[src/hdl/pv_pkg.sv]
// Package for the permutation validator: payload types, verdict codes, constants.
`default_nettype none
package pv_pkg;

  // Field widths of the request and response items
  localparam int VERTEX_W = 16;
  localparam int POS_W    = 10;
  localparam int CNT_W    = 11;
  localparam int LEN_W    = 11;
  localparam int EPOCH_W  = 8;

  localparam int              MAX_LENGTH_DEF = 1024;
  localparam logic [LEN_W-1:0] LEN_RESET     = 11'd1024;

  // Verdict codes
  localparam logic [1:0] VERDICT_OK        = 2'd0;
  localparam logic [1:0] VERDICT_MISMATCH  = 2'd1;
  localparam logic [1:0] VERDICT_RANGE     = 2'd2;
  localparam logic [1:0] VERDICT_DUPLICATE = 2'd3;

  typedef struct packed {
    logic [VERTEX_W-1:0] vertex;
    logic                is_last;
  } pv_req_t;

  typedef struct packed {
    logic [1:0]          verdict;
    logic [POS_W-1:0]    bad_position;
    logic [VERTEX_W-1:0] bad_vertex;
    logic [POS_W-1:0]    earlier_position;
    logic [CNT_W-1:0]    received_count;
  } pv_rsp_t;

  // Seen table mode: clearing sweep or normal operation
  typedef enum logic {
    CLR_SWEEP,
    CLR_RUN
  } pv_clr_state_t;

endpackage
`default_nettype wire

[src/hdl/pv_outq.sv]
// Two-entry response queue between the check stage and the output channel.
`default_nettype none
module pv_outq
  import pv_pkg::*;
(
  input  wire logic    clk,
  input  wire logic    rst_n,
  input  wire logic    push,
  input  wire pv_rsp_t push_rsp,
  output logic [1:0]   count,
  output logic         out_valid,
  input  wire logic    out_ready,
  output pv_rsp_t      out_rsp
);

  pv_rsp_t    mem_r [2];
  logic       wr_ptr_r, wr_ptr_nxt;
  logic       rd_ptr_r, rd_ptr_nxt;
  logic [1:0] count_r, count_nxt;
  logic       pop;

  assign pop       = (count_r != 2'd0) && out_ready;
  assign out_valid = (count_r != 2'd0);
  assign out_rsp   = mem_r[rd_ptr_r];
  assign count     = count_r;

  // Advance pointers and occupancy
  always_comb begin
    wr_ptr_nxt = push ? ~wr_ptr_r : wr_ptr_r;
    rd_ptr_nxt = pop ? ~rd_ptr_r : rd_ptr_r;
    count_nxt  = count_r;
    if (push && !pop) begin
      count_nxt = count_r + 2'd1;
    end else if (pop && !push) begin
      count_nxt = count_r - 2'd1;
    end
  end

  always_ff @(posedge clk) begin
    if (!rst_n) begin
      wr_ptr_r <= 1'b0;
      rd_ptr_r <= 1'b0;
      count_r  <= 2'd0;
    end else begin
      wr_ptr_r <= wr_ptr_nxt;
      rd_ptr_r <= rd_ptr_nxt;
      count_r  <= count_nxt;
    end
  end

  // Hold response payloads
  always_ff @(posedge clk) begin
    if (push) begin
      mem_r[wr_ptr_r] <= push_rsp;
    end
  end

endmodule
`default_nettype wire

[config.mk]
export PLATFORM = sky130hd
export DESIGN_NAME = pv_outq
export DESIGN_NICKNAME = d
export VERILOG_FILES = /design/src/hdl/pv_pkg.sv /design/src/hdl/pv_outq.sv
export SDC_FILE = /design/constraint.sdc
export NUM_CORES = 1
export LEC_CHECK = 0
export ABC_AREA = 1
export BUFFER_PORTS_ARGS = -buffer_cell sky130_fd_sc_hd__buf_2
export CORE_MARGIN = 2
export CORE_UTILIZATION = 30
export CTS_BUF_LIST = sky130_fd_sc_hd__clkbuf_2
export DETAILED_ROUTE_END_ITERATION = 10
export MAX_ROUTING_LAYER = met4
export SYNTH_ARGS = -nofsm -noshare
export SYNTH_HDL_FRONTEND = slang
export SYNTH_SLANG_ARGS = --single-unit
[constraint.sdc]
create_clock -name clk -period 3.2 [get_ports clk]
set_input_delay 0.32 -clock clk [delete_from_list [all_inputs] [get_ports clk]]
set_output_delay 0.32 -clock clk [all_outputs]
set_load 0.03 [all_outputs]
# [Yosys cells after proc, flatten, opt, wreduce, memory -nomap -nowiden]
# Memory sizes are Yosys's and may differ from the RTL's. A register that Yosys moved wholly into a read port is not among the register bits.
# Index checks and enable logic that the tools add are counted.
[totals] inputBits=53 register_bits=4 ram_bits=98 n_memories=1 output_inout_bits=52
[memory_table] name="mem_r" depth=2 width=49 rd=1 rd_ports_with_merged_regs=1 wr=1 line_no="pv_outq.sv:16" text="pv_rsp_t mem_r [2];"
[op_classes] add_sub_neg=2 n_mux=6 n_reduce_logical=7 bitwise=2
[op_table] operator="$mux W1" count=4
[op_table] operator="$mux W2" count=2
[op_table] operator="$reduce_bool A2 Y1" count=2
[op_table] operator="$logic_and A1 B1 Y1" count=3
[op_table] operator="$add A2 B1 Y2 const B" count=1
[op_table] operator="$logic_not A1 Y1" count=2
[op_table] operator="$not A1 Y1" count=2
[op_table] operator="$sub A2 B1 Y2 const B" count=1

# [Longest topological paths before layout]
# Gate-level depths: netlist (run 1).
[depth] word_depth=5 depth_mapped=9 ltp_nobuf=9

# [Worst setup path after synthesis (run 1)]
# Ideal clock, no wire load.
[synth_timing] path_type="in2reg" from="input push" to="memory mem_r[0][0] in the netlist's numbering (enable)" setup_ps=457 setup_slack_ps=325 t_required_ps=2743 arrival_ps=2418 path_buffers=0 stages=2 path_cell_list="inv_1 -> nor2_1"
[synth_between] elab_chain_len=2
[synth_lines] item="start, declared" line_no="pv_outq.sv:8" text="input wire logic push,"
[synth_lines] item="$mux W1" line_no="pv_outq.sv:53" text="if (push) begin"
[synth_lines] item="$mux W1 (implied by the code)" line_no="pv_outq.sv:54" text="mem_r[wr_ptr_r] <= push_rsp;"
[synth_lines] item="end, declared" line_no="pv_outq.sv:16"
# No other way between the ends.

==> impl_metrics.yaml, run 1 <==
run_status:
  status: "complete, no violations"
placement:
  preCtsSetupSlack_ns: 1.19
  place.gp.congestion: 0.653
  placed_area_um2: 4550
  portBuffers: 104
  hpwl_um: 4160
cells_and_area:
  syn_to_final_growth_pct: 36.2
  fin_nets: 404
  drive_above_1_share_pct: 48.5
  postLayoutCellArea_um2: 5190
  register_area_um2: 3040
  multi_input_area_um2: 698
  antennaDiodeCount: 0
  fill_cells: 1169
power:
  pwr_density_cell_nw_per_um2: 546
  total_power_mw: 2.84
  p_sw_mw: 0.784
  netSwitchingFraction_pct: 27.6
  power_frac_comb_pct: 20.2
  p_leak_nw: 1.98
  clkPwrFrac_pct: 23.4
  p_int_mw: 2.05
  seqPwrFrac_pct: 56.4
  ir_drop_uv: 275
clocking:
  htreeDepth: 3
  cts_tree: "yes"
  ctsResizeCount: 0
  clock_sinks: 103
  clkTransAtPathRegs_ns: 0.26
  cts_root_buf: "clkbuf_2"
  clock_latency_ns: 0.60
  cts_made_buffers: 9
  cts_buffer_depth: 2
hold_path:
  hold_class: "in2reg"
timing:
  fin_crit_sh_pct: 80.9
  worstMarginPinSlew_ns: 1.12
  finalHoldViolCount: 0
  finalClockSkew_ns: 0.0307
  clock.fmax_mhz: 386
  setup_tns_ns: 0
  report.final.slew_viol_count: 0
  hold_ws_ns: 0.115
  relSlewSlack_pct: 25.0
  rsz0062_at_grt: "no"
  setup_viol: 0
  setup_ws_ns: 0.611
  min_period_ns: 2.59
logic_synthesis:
  synthMuxAreaShare_pct: 15.5
  synthSimpleGateAreaFrac_pct: 1.87
  synth_fp_nets: 241
  synth_compound_area_share_pct: 0.459
  synth_seq_area_share_pct: 79.8
  synth_area_um2: 3810
  yosys.area_share.xor_xnor_pct: 0
  synth_top_family_by_area: "multiplexers"
  synth.distinct_cells: 16
  synth_seq_cells: 103
  synthAdderAreaFrac_pct: 0.328
  yosysWarnings: 0
  synthCells: 187
  syn_area_per_cell_um2: 20.4
routing:
  drt_iter0_markers: 91
  drt-total-wl_um: 6770
  antenna_left: 0
  routedWlPerCell_um: 12.8
  detailroute.via_count: 2139
  viasPerCell: 4.06
  dr.pass1.iters: 4
  drc: 0
worst_setup_path:
  start_kind: "register"
  required_ns: 2.88
  end_kind: "primary output"
  path_class: "reg2out"
  cp.arrival_ns: 2.27
  critPathMaxFanout: 25
die:
  num_rows: 41
  dieWidth_um: 117
  core_um2: 12500
  die-area_um2: 13600
  ios: 105
  start_util_pct: 30.5
  dieHeight_um: 117
grt:
  gr-total-overflow: 0
  grt_pass1_vias: 2200
  grt_max_degree: 50
  grt_usage_pct: 10.6
  grt_first_pass_wirelength_um: 10100
  antenna_found_initial: 0
flow_run:
  drv_cap: 0
[cells in the final DEF (no fill, tap or decap), types with 2 or more instances in the layout]
| master | netlist | final |
|---|---|---|
| bufinv_16 | 0 | 2 |
| mux2_2 | 39 | 39 |
| clkinvlp_4 | 0 | 2 |
| buf_2 | 0 | 104 |
| clkbuf_2 | 0 | 9 |
| edfxtp_1 | 98 | 98 |
| nand2_1 | 9 | 9 |
| dlygate4sd3_1 | 0 | 51 |
| dfxtp_1 | 5 | 4 |
| mux2_4 | 10 | 10 |
| buf_12 | 0 | 2 |
| nor2_1 | 7 | 6 |
| clkinv_1 | 0 | 2 |
| inv_1 | 8 | 7 |
[path summary, 6_finish.rpt]
check,from,end,slack (ns),depth (start not counted)
max reg2reg,wr_ptr_r$_SDFFE_PN0P_,mem_r[1][37]$_DFFE_PP_,1.44,2
min reg2reg,rd_ptr_r$_SDFFE_PN0P_,rd_ptr_r$_SDFFE_PN0P_,0.55,2
min,out_ready,rd_ptr_r$_SDFFE_PN0P_,0.12,4
max,register,out_rsp[8],0.61,3
[cell type report]
type	count	share of cell area (%)
clock buffer	9	0.868
timing repair buffer	157	20.6
inverter	8	0.578
multi-input combinational	71	13.4
sequential	103	58.6
clock inverter	7	1.69
tap	172	4.15
[what timing repair did]
action / in CTS / in global routing
setup buffers: 0 / 0
hold buffers: 51 / 0
hold endpoints to repair: 103 / 0
[critical path: stages, from the launching register on]
cell and delay (ns):
dfxtp_2 0.84, buf_12 0.28, mux2_2 0.37, buf_2 0.18
[stage by stage]
stage / instances / utilization, %
detailed placement: 460 / 36.3
global placement: 460 / 36.3
finish: 527 / 41.5
global route: 527 / 41.5
floorplan: 187 / -
CTS: 527 / 41.5
[state kept, by name (all words and copies together), names as in the netlist, named ones only]
signal	count
mem_r	98
rd_ptr_r	1
count	2
wr_ptr_r	1
[cell families (layout without fill, tap and decap cells)]
group | Yosys count | in the layout
DFF | 103 | 103
muxes | 49 | 49
and+or+nand+nor | 18 | 18
buffers and inverters | 13 | 181
AOI/OAI and AO/OA | 3 | 3
adders and majority gates | 1 | 1
[metal layers]
layer  part of all wire (%)  vias up  routed length, um  GRT usage [%]
met5                      0        -                  0              -
met3                    5.1       12                345           3.53
met2                     50       60               3390           17.6
met1                     42     1029               2850           10.7
met4                    2.7        0                186           6.59
li1                       -     1038                  -              -
[synthesized netlist by cell type]
| library cell | instances | area (um^2) |
|---|---|---|
| dfxtp_1 | 5 | 100 |
| o21ai_0 | 1 | 5.00 |
| buf_8 | 1 | 15.0 |
| o21a_1 | 1 | 7.51 |
| buf_6 | 1 | 11.3 |
| inv_1 | 8 | 30.0 |
| buf_4 | 3 | 22.5 |
| nand2_1 | 9 | 33.8 |
| nand4_1 | 1 | 6.26 |
| nor2_1 | 7 | 26.3 |
| a21oi_1 | 1 | 5.00 |
| ha_1 | 1 | 12.5 |
| nand3_1 | 1 | 5.00 |
| mux2_2 | 39 | 439 |
| mux2_4 | 10 | 150 |
| edfxtp_1 | 98 | 2940 |
[power groups by stage]
stage / Clock (mW) / Sequential (mW) / Combinational [mW]
after floorplan: 0 / 1.62 / 0.390
after global placement: 0 / 1.63 / 0.529
after detailed placement: 0 / 1.64 / 0.533
after CTS: 0.700 / 1.60 / 0.582
after global routing: 0.747 / 1.61 / 0.616
final: 0.662 / 1.60 / 0.573
(Power assumes the default switching activity.)
==> run 2, diff against run 1 <==
==> constraint.sdc (replaced) <==
create_clock -name clk -period 2.55 [get_ports clk]
set_input_delay 0.255 -clock clk [delete_from_list [all_inputs] [get_ports clk]]
set_output_delay 0.255 -clock clk [all_outputs]
set_load 0.03 [all_outputs]
==> impl_metrics.yaml, run 2 (same netlist as run 1, synthesis figures left out) <==
power:
  pwr_density_cell_nw_per_um2: 664
  p_leak_nw: 2.01
  ir_drop_uv: 452
worst_setup_path:
  end_kind: "primary output"
  critPathMaxFanout: 29
  start_kind: "register"
  r2r_cells: 5
  cp.arrival_ns: 1.91
  required_ns: 2.30
  path_class: "reg2out"
  timing.rr.start: "wr_ptr_r$_SDFFE_PN0P_"
placement:
  preCtsSetupSlack_ns: 0.945
  place.gp.congestion: 0.667
  hpwl_um: 4470
  portBuffers: 104
clocking:
  clock_latency_ns: 0.58
  cts_buffer_depth: 2
  cts_made_buffers: 9
  htreeDepth: 3
  hold_buffers: 53
  clkTransAtPathRegs_ns: 0.23
  clock_sinks: 103
  cts_tree: "yes"
  cts_setup_buffers: 0
  ctsResizeCount: 0
  cts_root_buf: "clkbuf_2"
grt:
  antenna_found_initial: 0
  grt_first_pass_wirelength_um: 10600
  grt_use_met3_pct: 4.77
  grt_max_degree: 30
  busiest_layer: "met2"
  grt_usage_pct: 11.0
  grt_pass1_vias: 2280
  met1_usage_pct: 11.5
  grtUsageMet2_pct: 18.0
  gr-total-overflow: 0
cells_and_area:
  largest_register_ffs: 98
  drive_above_1_share_pct: 48.9
  final_cell_mix: "buf_2 (104), edfxtp_1 (98), dlygate4sd3_1 (53)"
  antennaDiodeCount: 0
  largest_register: "mem_r"
  fill_cells: 1196
  final_common_cell: "buf_2"
  fin_nets: 409
  syn_to_final_growth_pct: 36.5
timing:
  report.final.slew_viol_count: 0
  setup_ws_ns: 0.381
  rsz0062_at_grt: "no"
  clock.fmax_mhz: 461
  fin_crit_sh_pct: 85.1
  setup_viol: 0
  setup_tns_ns: 0
  worstMarginPinSlew_ns: 0.562
  finalClockSkew_ns: 0.0150
  relSlewSlack_pct: 62.4
  finalHoldViolCount: 0
  min_period_ns: 2.17
die:
  num_rows: 41
  die-area_um2: 13600
  ios: 105
  dieWidth_um: 117
  dieHeight_um: 117
  core_um2: 12500
  start_util_pct: 30.5
routing:
  drt_iter0_markers: 113
  detailroute.via_count: 2177
  drt-total-wl_um: 7010
  antenna_left: 0
  routedWlPerCell_um: 13.2
  drc: 0
  dr.pass1.iters: 4
  viasPerCell: 4.09
flow_run:
  drv_cap: 0
hold_path:
  hold_depth: 5
  hold_class: "in2reg"
  worstHoldStart: "out_ready"
run_status:
  status: "complete, no violations"
run 2: final timing paths:
check	endpoint	slack [ns]
min reg2reg	register	0.56
min	register	0.10
max reg2reg	wr_ptr_r$_SDFFE_PN0P_	0.74
max	out_rsp[16]	0.38
run 2: worst max-delay path: stages (launching register included):
cell     delay (ns)
dfxtp_2        0.38
buf_4          0.38
mux2_2         0.40
buf_2          0.18
run 2: metal layers:
layer	part of all wire, %	wire length, um	vias up
met5	0	0	-
met4	1.7	119	0
met3	5.3	374	12
met2	51	3560	63
met1	42	2960	1055
li1	-	-	1047
run 2: cell type report:
class	count	area (um^2)	area share, %
Sequential cell	103	3040	58.5
Timing Repair Buffer	162	1110	21.4
Multi-Input combinational cell	71	698	13.4
Tap cell	172	215	4.13
Clock buffer	11	55.1	1.06
Clock inverter	5	48.8	0.938
Inverter	8	30.0	0.577
run 2: where the power goes:
| part | internal, mW | leakage (nW) | switching [mW] |
|---|---|---|---|
| Clock | 0.227 | 0.0731 | 0.491 |
| Combinational | 0.308 | 0.972 | 0.447 |
| Sequential | 1.96 | 0.962 | 0.0268 |
| Total | 2.49 | 2.01 | 0.965 |
run 2: per-stage QoR:
step / utilization [%] / area (um^2) / std cells / power (mW) / hold WS [ns]
6_report: 41.6 / 5200 / 532 / 3.46 / 0.101
5_1_grt: 41.6 / 5200 / 532 / 3.62 / 0.0428
4_1_cts: 41.6 / 5200 / 532 / 3.51 / 0.0159
3_5_place_dp: 36.5 / 4570 / 463 / 2.72 / 0.447
3_3_place_gp: 36.5 / 4570 / 463 / 2.71 / 0.443
2_1_floorplan: - / 3810 / 187 / 2.52 / 0.354
==> run 3, diff against run 2 <==
--- a/config.mk
+++ b/config.mk
@@ -9,9 +9,9 @@
 export BUFFER_PORTS_ARGS = -buffer_cell sky130_fd_sc_hd__buf_2
 export CORE_MARGIN = 2
 export CORE_UTILIZATION = 30
-export CTS_BUF_LIST = sky130_fd_sc_hd__clkbuf_2
 export DETAILED_ROUTE_END_ITERATION = 10
 export MAX_ROUTING_LAYER = met4
+export SKIP_LAST_GASP = 1
 export SYNTH_ARGS = -nofsm -noshare
 export SYNTH_HDL_FRONTEND = slang
 export SYNTH_SLANG_ARGS = --single-unit
==> impl_metrics.yaml, run 3 (same netlist as run 1, synthesis figures left out) <==
run_status:
  status: "complete, no violations"
worst_setup_path:
  path_class: "reg2out"
  start_kind: "register"
  r2r-end: "mem_r[1][36]$_DFFE_PP_"
  r2r_cells: 3
  required_ns: 2.30
  cp.arrival_ns: 1.63
  end_kind: "primary output"
  crit_slowest_cell: "mux2_2"
  critPathMaxFanout: 29
  cp_slowest_stage_delay_ns: 0.39
  r2r_setup_slack_ns: 1.05
  timing.rr.start: "wr_ptr_r$_SDFFE_PN0P_"
  path_cells: "buf_4 > mux2_2 > buf_2"
cells_and_area:
  postLayoutCellArea_um2: 4850
  largest_register: "mem_r"
  fin_util_pct: 38.8
  final_cell_mix: "buf_2 (104), edfxtp_1 (98), mux2_2 (39)"
  final_common_cell: "buf_2"
  largest_register_ffs: 98
  drive_above_1_share_pct: 56.7
  antennaDiodeCount: 0
  fin_cells: 479
  syn_to_final_growth_pct: 27.3
  fin_nets: 356
die:
  die-area_um2: 13600
  core_um2: 12500
  start_util_pct: 30.5
  dieWidth_um: 117
  dieHeight_um: 117
  num_rows: 41
  ios: 105
timing:
  finalClockSkew_ns: 0.00539
  worstMarginPinSlew_ns: 0.561
  setup_viol: 0
  fin_crit_sh_pct: 73.9
  min_period_ns: 1.88
  setup_tns_ns: 0
  relSlewSlack_pct: 62.5
  setup_ws_ns: 0.665
  rsz0062_at_grt: "no"
  clock.fmax_mhz: 531
  report.final.slew_viol_count: 0
  finalHoldViolCount: 0
grt:
  grt_max_degree: 30
  grt_first_pass_wirelength_um: 10100
  grt_usage_pct: 10.5
  grt_pass1_vias: 2054
  gr-total-overflow: 0
  antenna_found_initial: 0
clocking:
  cts_root_buf: "clkbuf_16"
  clock_latency_ns: 0.34
  hold_buffers: 0
  clkTransAtPathRegs_ns: 0.07
  cts_tree: "yes"
  cts_buffer_depth: 2
  ctsResizeCount: 0
  clock_sinks: 103
  htreeDepth: 3
  cts_made_buffers: 9
  cts_setup_buffers: 0
placement:
  placed_area_um2: 4570
  portBuffers: 104
  preCtsSetupSlack_ns: 0.945
  place.gp.congestion: 0.667
  dp_cells: 463
  hpwl_um: 4470
routing:
  antenna_left: 0
  viasPerCell: 4.14
  routedWlPerCell_um: 13.8
  detailroute.via_count: 1981
  dr.pass1.iters: 4
  drt-total-wl_um: 6610
  drc: 0
  drt_iter0_markers: 103
hold_path:
  hold_class: "in2reg"
  worstHoldStart: "push_rsp[10]"
  hold_depth: 1
  hold-path-endpoint: "mem_r[1][10]$_DFFE_PP_"
power:
  pwr_density_cell_nw_per_um2: 818
  p_leak_nw: 1.85
  ir_drop_uv: 411
flow_run:
  drv_cap: 0
[run 3: cell count changes in the layout (fill, tap and decap cells not counted), sizes merged]
cell / previous run / this run
dlygate4sd3: 53 / 0
[run 3: per-stage QoR]
step           hold slack (ns)  power [mW]
2_1_floorplan            0.354        2.52
3_3_place_gp             0.443        2.71
5_1_grt                 0.0778        4.15
6_report                0.0965        3.97
4_1_cts                 0.0751        4.04
3_5_place_dp             0.447        2.72
[run 3: report_power, final]
part,internal [mW],total [mW],switching [mW]
Combinational,0.254,0.688,0.434
Clock,0.752,1.30,0.544
Sequential,1.96,1.99,0.0269
Total,2.97,3.97,1.00
[run 3: how the worst max path moves through the flow]
| stage | from | to |
|---|---|---|
| 3_5_place_dp | push | mem_r[0][44]$_DFFE_PP_ |
| 4_1_cts | register | out_rsp[13] |
| 6_report | register | out_rsp[46] |
| 5_1_grt | register | out_rsp[45] |
| 3_3_place_gp | push | mem_r[0][44]$_DFFE_PP_ |
| 2_1_floorplan | wr_ptr_r$_SDFFE_PN0P_ | mem_r[0][0]$_DFFE_PP_ |
[run 3: routing by layer]
| layer | track usage, % | share of wire, % |
|---|---|---|
| met3 | 5.09 | 6.9 |
| met1 | 11.6 | 41 |
| met2 | 16.7 | 51 |
| met4 | 3.76 | 1.4 |
| met5 | - | 0 |
[run 3: layout make-up]
type | count | area (um^2)
fill | 1208 | 7660
tap | 172 | 215
inverter | 8 | 30.0
timing repair buffer | 109 | 583
clock inverter | 5 | 48.8
multi-input combinational | 71 | 698
sequential | 103 | 3040
clock buffer | 11 | 233
[run 3: critical path: cells and delay by family (launching register included)]
family	cells	cell delay, ns
buffers and inverters	2	0.56
muxes	1	0.39
DFF	1	0.32
